File: src/cpd_pkg.sv
// Shared types, constants and the CRC-16 byte update for the packet deframer.
// No dependencies; every other file of the block imports this package.
`timescale 1ns / 1ps

package cpd_pkg;

   // Longest frame tracked; the byte position saturates one below this.
   localparam int MAX_FRAME_BYTES = 512;
   localparam int POS_W = $clog2(MAX_FRAME_BYTES);

   localparam logic [7:0]  HDR_FIRST  = 8'h69;
   localparam logic [7:0]  HDR_SECOND = 8'h68;
   localparam logic [15:0] CRC_INIT   = 16'hFFFF;

   // Frame positions with a meaning of their own.
   localparam logic [POS_W-1:0] POS_HDR_FIRST  = POS_W'(0);
   localparam logic [POS_W-1:0] POS_HDR_SECOND = POS_W'(1);
   localparam logic [POS_W-1:0] POS_LENGTH     = POS_W'(2);
   localparam logic [POS_W-1:0] POS_TYPE       = POS_W'(3);
   localparam logic [POS_W-1:0] POS_MIN_LAST   = POS_W'(5);
   localparam logic [POS_W-1:0] POS_FIRST_PAY  = POS_W'(6);
   localparam logic [POS_W-1:0] POS_MAX        = POS_W'(MAX_FRAME_BYTES - 1);

   // One input byte can cause at most a payload beat and a status beat.
   localparam int MAX_RESULTS = 2;
   localparam int RES_CNT_W   = $clog2(MAX_RESULTS + 1);

   // Result queue between the checker and the output port.
   localparam int QUEUE_DEPTH = 4;
   localparam int QADDR_W     = $clog2(QUEUE_DEPTH);
   localparam int QCNT_W      = $clog2(QUEUE_DEPTH + 1);

   localparam int RSP_TDATA_W = 32;

   typedef enum logic {
      KIND_PAYLOAD = 1'b0,
      KIND_STATUS  = 1'b1
   } kind_type;

   typedef enum logic [1:0] {
      ERR_NONE   = 2'd0,
      ERR_HEADER = 2'd1,
      ERR_CRC    = 2'd2,
      ERR_SHORT  = 2'd3
   } error_type;

   typedef struct packed {
      kind_type   out_kind;
      logic [7:0] payload_byte;
      logic       frame_ok;
      error_type  error_code;
      logic [7:0] message_type;
      logic [7:0] data_length;
      logic       out_end;
   } result_type;

   // Results produced by one accepted byte, in delivery order.
   typedef struct packed {
      logic [RES_CNT_W-1:0] count;
      result_type           first;
      result_type           second;
   } push_type;

   // CRC-16, polynomial 0x1021, MSB first, one byte per call.
   function automatic logic [15:0] crc_feed(input logic [15:0] crc, input logic [7:0] b);
      logic [7:0]  x;
      logic [15:0] xw;
      x  = crc[15:8] ^ b;
      x  = x ^ (x >> 4);
      xw = {8'h00, x};
      return (crc << 8) ^ (xw << 12) ^ (xw << 5) ^ xw;
   endfunction

endpackage

File: src/cpd_frame_check.sv
// Frame state and per-byte checking: header, CRC, delay line and results.
// Depends on cpd_pkg for types, constants and crc_feed.
`timescale 1ns / 1ps

module cpd_frame_check (
   input  logic              clock,
   input  logic              reset,
   input  logic              in_fire,
   input  logic [7:0]        rx_byte,
   input  logic              rx_last,
   output cpd_pkg::push_type push
);
   import cpd_pkg::*;

   logic [POS_W-1:0] pos_ff, pos_in;
   logic [15:0]      crc_ff, crc_in;
   logic [7:0]       d0_ff, d0_in, d1_ff, d1_in;
   logic             hdr_ff, hdr_in;
   logic [7:0]       len_ff, len_in, typ_ff, typ_in;

   logic       hdr_now;
   logic [7:0] len_now, typ_now;
   logic [15:0] crc_now;
   logic        pay_hit;
   result_type  pay_res, stat_res;
   error_type   err;

   always_comb begin
      hdr_now = hdr_ff;
      if (pos_ff == POS_HDR_FIRST && rx_byte != HDR_FIRST) begin
         hdr_now = 1'b0;
      end
      if (pos_ff == POS_HDR_SECOND && rx_byte != HDR_SECOND) begin
         hdr_now = 1'b0;
      end
      len_now = (pos_ff == POS_LENGTH) ? rx_byte : len_ff;
      typ_now = (pos_ff == POS_TYPE) ? rx_byte : typ_ff;
      // The byte leaving the delay line is two positions back.
      crc_now = (pos_ff >= POS_LENGTH) ? crc_feed(crc_ff, d1_ff) : crc_ff;
      pay_hit = (pos_ff >= POS_FIRST_PAY);

      priority if (pos_ff < POS_MIN_LAST) begin
         err = ERR_SHORT;
      end else if (!hdr_now) begin
         err = ERR_HEADER;
      end else if ({d0_ff, rx_byte} != crc_now) begin
         err = ERR_CRC;
      end else begin
         err = ERR_NONE;
      end

      pay_res = '{out_kind: KIND_PAYLOAD, payload_byte: d1_ff, frame_ok: 1'b0,
                  error_code: ERR_NONE, message_type: 8'h00, data_length: 8'h00,
                  out_end: !rx_last};
      stat_res = '{out_kind: KIND_STATUS, payload_byte: 8'h00,
                   frame_ok: (err == ERR_NONE), error_code: err,
                   message_type: typ_now, data_length: len_now, out_end: 1'b1};

      push.count  = RES_CNT_W'(0);
      push.first  = pay_res;
      push.second = stat_res;
      if (in_fire) begin
         push.count = RES_CNT_W'({1'b0, pay_hit}) + RES_CNT_W'({1'b0, rx_last});
      end
      if (!pay_hit) begin
         push.first = stat_res;
      end
   end

   always_comb begin
      pos_in = pos_ff;
      crc_in = crc_ff;
      d0_in  = d0_ff;
      d1_in  = d1_ff;
      hdr_in = hdr_ff;
      len_in = len_ff;
      typ_in = typ_ff;
      if (in_fire) begin
         if (rx_last) begin
            pos_in = '0;
            crc_in = CRC_INIT;
            d0_in  = 8'h00;
            d1_in  = 8'h00;
            hdr_in = 1'b1;
            len_in = 8'h00;
            typ_in = 8'h00;
         end else begin
            pos_in = (pos_ff < POS_MAX) ? pos_ff + POS_W'(1) : pos_ff;
            crc_in = crc_now;
            d0_in  = rx_byte;
            d1_in  = d0_ff;
            hdr_in = hdr_now;
            len_in = len_now;
            typ_in = typ_now;
         end
      end
   end

   always_ff @(posedge clock) begin
      if (reset) begin
         pos_ff <= '0;
         crc_ff <= CRC_INIT;
         d0_ff  <= 8'h00;
         d1_ff  <= 8'h00;
         hdr_ff <= 1'b1;
         len_ff <= 8'h00;
         typ_ff <= 8'h00;
      end else begin
         pos_ff <= pos_in;
         crc_ff <= crc_in;
         d0_ff  <= d0_in;
         d1_ff  <= d1_in;
         hdr_ff <= hdr_in;
         len_ff <= len_in;
         typ_ff <= typ_in;
      end
   end

endmodule

File: src/cpd_result_queue.sv
// Small result queue that takes up to two results per cycle and hands out one.
// Depends on cpd_pkg for result_type, push_type and the queue sizes.
`timescale 1ns / 1ps

module cpd_result_queue (
   input  logic                clock,
   input  logic                reset,
   input  cpd_pkg::push_type   push,
   output logic                room,
   output logic                head_valid,
   input  logic                head_taken,
   output cpd_pkg::result_type head
);
   import cpd_pkg::*;

   result_type         q_ff [QUEUE_DEPTH];
   logic [QADDR_W-1:0] wptr_ff, wptr_in, rptr_ff, rptr_in;
   logic [QCNT_W-1:0]  cnt_ff, cnt_in;
   logic               pop;
   logic [QADDR_W-1:0] wnext;

   assign head_valid = (cnt_ff != '0);
   assign head       = q_ff[rptr_ff];
   assign room       = (cnt_ff <= QCNT_W'(QUEUE_DEPTH - MAX_RESULTS));
   assign pop        = head_valid && head_taken;
   assign wnext      = wptr_ff + QADDR_W'(1);

   always_comb begin
      wptr_in = wptr_ff + QADDR_W'(push.count);
      rptr_in = pop ? rptr_ff + QADDR_W'(1) : rptr_ff;
      cnt_in  = cnt_ff + QCNT_W'(push.count) - QCNT_W'(pop);
   end

   always_ff @(posedge clock) begin
      if (reset) begin
         wptr_ff <= '0;
         rptr_ff <= '0;
         cnt_ff  <= '0;
      end else begin
         wptr_ff <= wptr_in;
         rptr_ff <= rptr_in;
         cnt_ff  <= cnt_in;
      end
   end

   always_ff @(posedge clock) begin
      if (push.count != '0) begin
         q_ff[wptr_ff] <= push.first;
      end
      if (push.count == RES_CNT_W'(MAX_RESULTS)) begin
         q_ff[wnext] <= push.second;
      end
   end

endmodule

File: src/crc16_packet_deframer_top.sv
// Top level of the CRC-16 packet deframer: byte stream in, result beats out.
// Depends on cpd_pkg, cpd_frame_check and cpd_result_queue.
`timescale 1ns / 1ps

// The deframer takes one received byte per beat, with tlast on the final byte
// of a frame. A frame is 0x69, 0x68, a length byte, a type byte, the payload
// and a big-endian CRC-16 (polynomial 0x1021, initial value 0xFFFF) computed
// over every byte except the two checksum bytes. Payload bytes leave as
// result beats with tuser low, two input bytes after they arrive; the final
// byte of the frame adds a status beat with tuser high that reports whether
// the frame is good, an error code (bad header, checksum mismatch, or a frame
// shorter than six bytes), the type byte and the length byte. The length byte
// is reported but not checked against the frame size. An input byte is
// accepted every cycle as long as at most two result beats wait in the
// four-entry result queue; with the output side always ready the block runs
// at one byte per cycle, and only the status beat at the end of a frame adds
// one extra output beat. The per-byte CRC update and all checks are
// combinational in the frame checker; its results are registered in the queue.

module crc16_packet_deframer_top (
   input  logic        clock,
   input  logic        reset,

   input  logic        req_tvalid,
   output logic        req_tready,
   input  logic [7:0]  req_tdata,   // [7:0] rx_byte
   input  logic        req_tlast,   // rx_last

   output logic        rsp_tvalid,
   input  logic        rsp_tready,
   // [7:0] payload_byte, [8] frame_ok, [10:9] error_code,
   // [18:11] message_type, [26:19] data_length, [31:27] zero
   output logic [cpd_pkg::RSP_TDATA_W-1:0] rsp_tdata,
   output logic        rsp_tuser,   // out_kind
   output logic        rsp_tlast    // out_end
);
   import cpd_pkg::*;

   logic       in_fire;
   push_type   push;
   result_type head;

   // A byte is taken only when the queue can absorb both results it may cause.
   assign in_fire = req_tvalid && req_tready;

   cpd_frame_check u_check (
      .clock   (clock),
      .reset   (reset),
      .in_fire (in_fire),
      .rx_byte (req_tdata),
      .rx_last (req_tlast),
      .push    (push)
   );

   cpd_result_queue u_queue (
      .clock      (clock),
      .reset      (reset),
      .push       (push),
      .room       (req_tready),
      .head_valid (rsp_tvalid),
      .head_taken (rsp_tready),
      .head       (head)
   );

   assign rsp_tdata = {5'b00000, head.data_length, head.message_type,
                       head.error_code, head.frame_ok, head.payload_byte};
   assign rsp_tuser = head.out_kind;
   assign rsp_tlast = head.out_end;

endmodule

File: config.mk
export PLATFORM = sky130hd
export DESIGN_NAME = crc16_packet_deframer_top
export DESIGN_NICKNAME = d
export VERILOG_FILES = /design/src/cpd_pkg.sv /design/src/cpd_frame_check.sv /design/src/cpd_result_queue.sv /design/src/crc16_packet_deframer_top.sv
export SDC_FILE = /design/constraint.sdc
export NUM_CORES = 1
export LEC_CHECK = 0
export ABC_AREA = 1
export BUFFER_PORTS_ARGS = -buffer_cell sky130_fd_sc_hd__buf_2
export CAP_MARGIN = 40
export CORE_UTILIZATION = 40
export DETAILED_ROUTE_END_ITERATION = 16
export PLACE_DENSITY = 0.55
export SYNTH_ARGS = -nofsm -noshare
export SYNTH_HDL_FRONTEND = slang
export SYNTH_SLANG_ARGS = --single-unit
File: constraint.sdc
create_clock -name clock -period 6.31 [get_ports clock]
set_input_delay 1.893 -clock clock [delete_from_list [all_inputs] [get_ports clock]]
set_output_delay 1.893 -clock clock [all_outputs]
set_load 0.05 [all_outputs]
### Word-level counts from Yosys, hierarchy flattened

Memories as Yosys holds them, arrays and structs flattened. A register that Yosys moved wholly into a read port is not among the register bits.
Cells that the tools add are included.

| storage, ports and cells | value |
|---|---|
| memories kept | 1 |
| memory bits (writable) | 116 |
| ROM bits | 0 |
| output and inout port bits | 36 |
| logic and storage cells | 70 |
| register bits after elaboration | 65 |
| bits in latches | 0 |
| input bits | 13 |

Memories:

| name | depth | width | read ports | clocked after Yosys merged registers in | write ports | RTL line | RTL |
|---|---|---|---|---|---|---|---|
| u_queue.q_ff | 4 | 29 | 1 | 1 | 2 | cpd_result_queue.sv:16 | `result_type q_ff [QUEUE_DEPTH];` |

| operators by class | value |
|---|---|
| muxes and demuxes | 24 |
| reductions and logical operators | 11 |
| shift-type cells | 0 |
| add/subtract/negate cells | 7 |
| divide/modulo/power cells | 0 |
| bitwise operators | 5 |
| equality and inequality tests | 7 |
| $lt $le $gt $ge | 5 |
| multiply operators | 0 |

Operator list:

| operator | number |
|---|---|
| 8-bit two-way mux | 6 |
| 16-bit two-way mux | 2 |
| 29-bit two-way mux | 1 |
| 9-bit by 2-bit == test with 1-bit output (second input constant) | 2 |
| 9-bit two-way mux | 2 |
| 16-bit inequality test | 1 |
| 8-bit by 7-bit inequality test with 1-bit output (second input constant) | 2 |
| 16-bit by 13-bit bitwise XOR with 16-bit output | 1 |
| 16-bit bitwise XOR | 1 |
| 16-bit by 8-bit bitwise XOR with 16-bit output | 1 |
| 2-bit two-way mux | 6 |
| 9-bit by 1-bit adder with 9-bit output (second input constant) | 1 |
| 9-bit by 1-bit == test with 1-bit output (second input constant) | 1 |
| 9-bit by 2-bit >= comparator with 1-bit output (second input constant) | 1 |
| 9-bit by 3-bit >= comparator with 1-bit output (second input constant) | 1 |
| 9-bit logical NOT | 1 |
| 9-bit by 3-bit < comparator with 1-bit output (second input constant) | 1 |
| 9-bit < comparator (second input constant) | 1 |
| 8-bit by 4-bit bitwise XOR with 8-bit output | 1 |
| 8-bit bitwise XOR | 1 |
| 1-bit two-way mux | 7 |
| 2-bit by 1-bit adder with 2-bit output (second input constant) | 2 |
| 1-bit logical AND | 4 |
| 2-bit nonzero test | 2 |
| other kinds (10) | 10 |

### Longest topological paths before layout

| depth | value |
|---|---|
| depth after elaboration | 12 |
| mapped depth | 17 |
| mapped depth without buffers | 17 |

### Hierarchy

Synthesis repeated with hierarchy kept, for this count alone.

| second synthesis, totals | value |
|---|---|
| cells, all modules | 1304 |
| area, all modules | 10035.9 sq um |

Modules (own cells, without submodules):

| module | instances | sequential area each (sq um) | area each (sq um) | cells each |
|---|---|---|---|---|
| cpd_result_queue | 1 | 3663.5 | 6128.4 | 633 |
| cpd_frame_check | 1 | 1161.1 | 3858.7 | 663 |
| crc16_packet_deframer_top | 1 | 0.0 | 48.8 | 8 |

### Worst setup path after synthesis

Ideal clock, no wire load.

| path | value |
|---|---|
| path kind | reg2out |
| start point | register (tool-made name) |
| end point | output rsp_tdata[0] (netlist bit) |
| buffers on the path | 2 |
| setup slack | 2647 ps |
| data arrival time | 1770 ps |
| stages on the path, launching flop included | 6 |
| data required time | 4417 ps |
| path through | dfxtp_1 -> inv_1 -> clkbuf_1 -> clkbuf_1 -> nor2_1 -> o22ai_1 |

RTL lines:

| item | RTL line | RTL |
|---|---|---|
| end: declaration | crc16_packet_deframer_top.sv:33 | `output logic [cpd_pkg::RSP_TDATA_W-1:0] rsp_tdata,` |

==> results.txt <==
initial antenna violation count: 0
top cells by area, synth: edfxtp_1 (26%), dfxtp_1 (24%), nand2_1 (10%)
Yosys warnings: 0
Site Rows: 54
Avg WL per Cell: 15.8 microns
Synth Flop Type: dfxtp_1
skew final: 0.0110 ns
DRC violation count after routing: 0
largest area contributor in the netlist: edfxtp_1
Post-Place Worst Slack: 1.89 ns
clock sinks: 183
CTS Buf Count: 17
Non-Filler Instances: 1,477
relative slew slack: 38.1%
vias in the first global route: 6,925
Least-Margin Pin Slew: 0.918 ns
total gr overflow: 0
synth unique cells: 42
Critical Path End Type: output pin
Worst setup SP type: register
Root Driver: clkbuf_16
layout cells sized above 1: 11.2%
postcts setup bufs: 0
initial core utilization: 40.7%
placed insts: 1,445
Post-DP HPWL: 16,200 microns
most numerous cell in the Yosys netlist: nand2_1
routability congestion estimate: 0.809
die height: 151 microns
pin count of the biggest net entering global routing: 60
CTS max path bufs: 2
Worst-path clk slew: 0.07 ns
hold_buf cts: 0
final-stage net count: 1,207
Die Area: 22,800 sq um
Routed WL: 23,300 microns
fin crit period: 4.48 ns
Finish-stage setup viols: 0
CTS resizes: 0
CTS tree: yes
IO Count: 49
#FFs+latches synth: 183
total global-route track usage: 21.6%
TNS Setup: 0 ns
Syn Std Cell Area: 8890 sq um
core area: 21,800 sq um
PnR worst setup slack: 1.83 ns
sequential area share after synthesis: 49.8%
critical path type: register to output pin
Max Freq: 223 MHz
most common library cells after synthesis: nand2_1 (247), nor2_1 (198), o21ai_0 (127), inv_1 (108), dfxtp_1 (107)
vias per cell: 5.06
Worst-Skew Late Latency: 0.43 ns
Final Max Tran Viols: 0
DRT iter0 DRCs: 518
area share of the largest cell type after synthesis: 25.7%
number of enable flip-flop cells after synthesis: 76
Die Width: 151 microns
Post-DRT Antenna Nets: 0
Critical Path AT: 2.59 ns
status: finished clean
final period utilization: 71.0%
Vias: 7,480
max_cap viols: 0
PortBufs: 43
ant diodes: 0
Layout fillers: 2,241
setup repair after global routing missed its margin: no
DRT Pass-1 Iters: 6
Leak: 3.92 nW
Fin. Hold Viols: 0
area grow syn2layout: 12.6%
worst hold path type: register to register
first-pass GRT wire length: 37,400 microns
P per Cell Area: 374 nW/um^2
syn_area_per_cell: 7.68 sq um
worst vdd ir: 0.179 mV
async set or reset register ratio after synthesis: 0%
Crit Path Max Fanout: 59
CP Data Required Time: 4.42 ns
Mapped Cells: 1,158
# H-tree levels: 4
==> metal layers <==
layer  part of all wire, %  global-route usage, %
met4                   1.3                   5.95
met3                   3.5                   2.95
met2                    46                   35.1
met1                    49                   30.0
met5                     0                      0
==> cell type report <==
| cell class | instances | area, sq um | area share, % |
|---|---|---|---|
| Clock buffer | 17 | 425 | 4.25 |
| Sequential cell | 183 | 4430 | 44.2 |
| Tap cell | 280 | 350 | 3.50 |
| Clock inverter | 15 | 160 | 1.60 |
| Multi-Input combinational cell | 808 | 3780 | 37.8 |
| Timing Repair Buffer | 59 | 437 | 4.36 |
| Inverter | 115 | 432 | 4.31 |
==> cells by family (layout without fill, tap and decap cells) <==
kind of cell | after synthesis | after routing | share of synthesized area [%]
AND/OR/NAND/NOR | 534 | 534 | 25.0
AO/OA/AOI/OAI | 252 | 252 | 15.0
flip-flops | 183 | 183 | 49.8
buffers and inverters | 171 | 206 | 8.05
adder cells (fa/ha/maj) | 10 | 10 | 1.49
XOR/XNOR | 7 | 7 | 0.690
other | 1 | 5 | 0.0422
==> where the power goes <==
| group | leakage (nW) | internal (mW) | switching (mW) |
|---|---|---|---|
| logic | 2.12 | 0.321 | 0.894 |
| registers | 1.51 | 1.38 | 0.0871 |
| clock network | 0.287 | 0.562 | 0.502 |
==> sequential cells by signal, summed over array words and instances, names as in the netlist, named ones only <==
signal,flops
u_check.typ_ff,8
u_check.crc_ff,16
u_queue.cnt_ff,3
u_check.pos_ff,9
u_check.len_ff,8
u_check.d1_ff,8
u_queue.rptr_ff,2
u_queue.q_ff,116
u_queue.wptr_ff,2
u_check.d0_ff,8
u_check.hdr_ff,1
==> per-stage QoR <==
stage | hold slack, ns | utilization (%) | area [sq um] | power [mW]
global route | 0.489 | 45.9 | 10000 | 3.96
detailed placement | 0.443 | 43.2 | 9430 | 2.71
finish | 0.454 | 45.9 | 10000 | 3.75
CTS | 0.456 | 45.9 | 10000 | 3.78
floorplan | 0.422 | - | 8900 | 2.39
global placement | 0.447 | 42.4 | 9260 | 2.68
==> path summary, 6_finish.rpt <==
check	endpoint	slack (ns)	start	depth (start not counted)
hold reg to reg	u_queue.q_ff[2][28]	0.45	u_queue.q_ff[2][28]	2
setup / recovery	rsp_tdata[16]	1.83	register	7
hold / removal	u_queue.q_ff[2][28]	0.45	u_queue.q_ff[2][28]	2
setup reg to reg	u_queue.q_ff[1][16]	3.05	u_check.pos_ff[8]	14
==> critical path, stage by stage, from the launching register on <==
cell     delay, ns
dfxtp_2       0.31
buf_4         0.46
inv_1         0.37
buf_16        0.26
buf_4         0.22
o21ai_0       0.17
o22ai_1       0.11
buf_2         0.23
==> layout by cell type (no fill, tap or decap), drive strengths merged, types with 2 or more instances in the layout <==
master	netlist	layout
clkinv	1	6
ha	9	9
o22ai	38	38
nand3	47	47
edfxtp	76	76
nand3b	6	6
clkbuf	32	17
nor2	213	213
xnor2	5	5
o21ai	129	129
xor2	2	2
a21oi	79	79
nand2	256	256
inv	114	122
buf	24	59
nor3	6	6
dfxtp	107	107
nand4	3	3
conb	1	5
(Power assumes the default switching activity.)
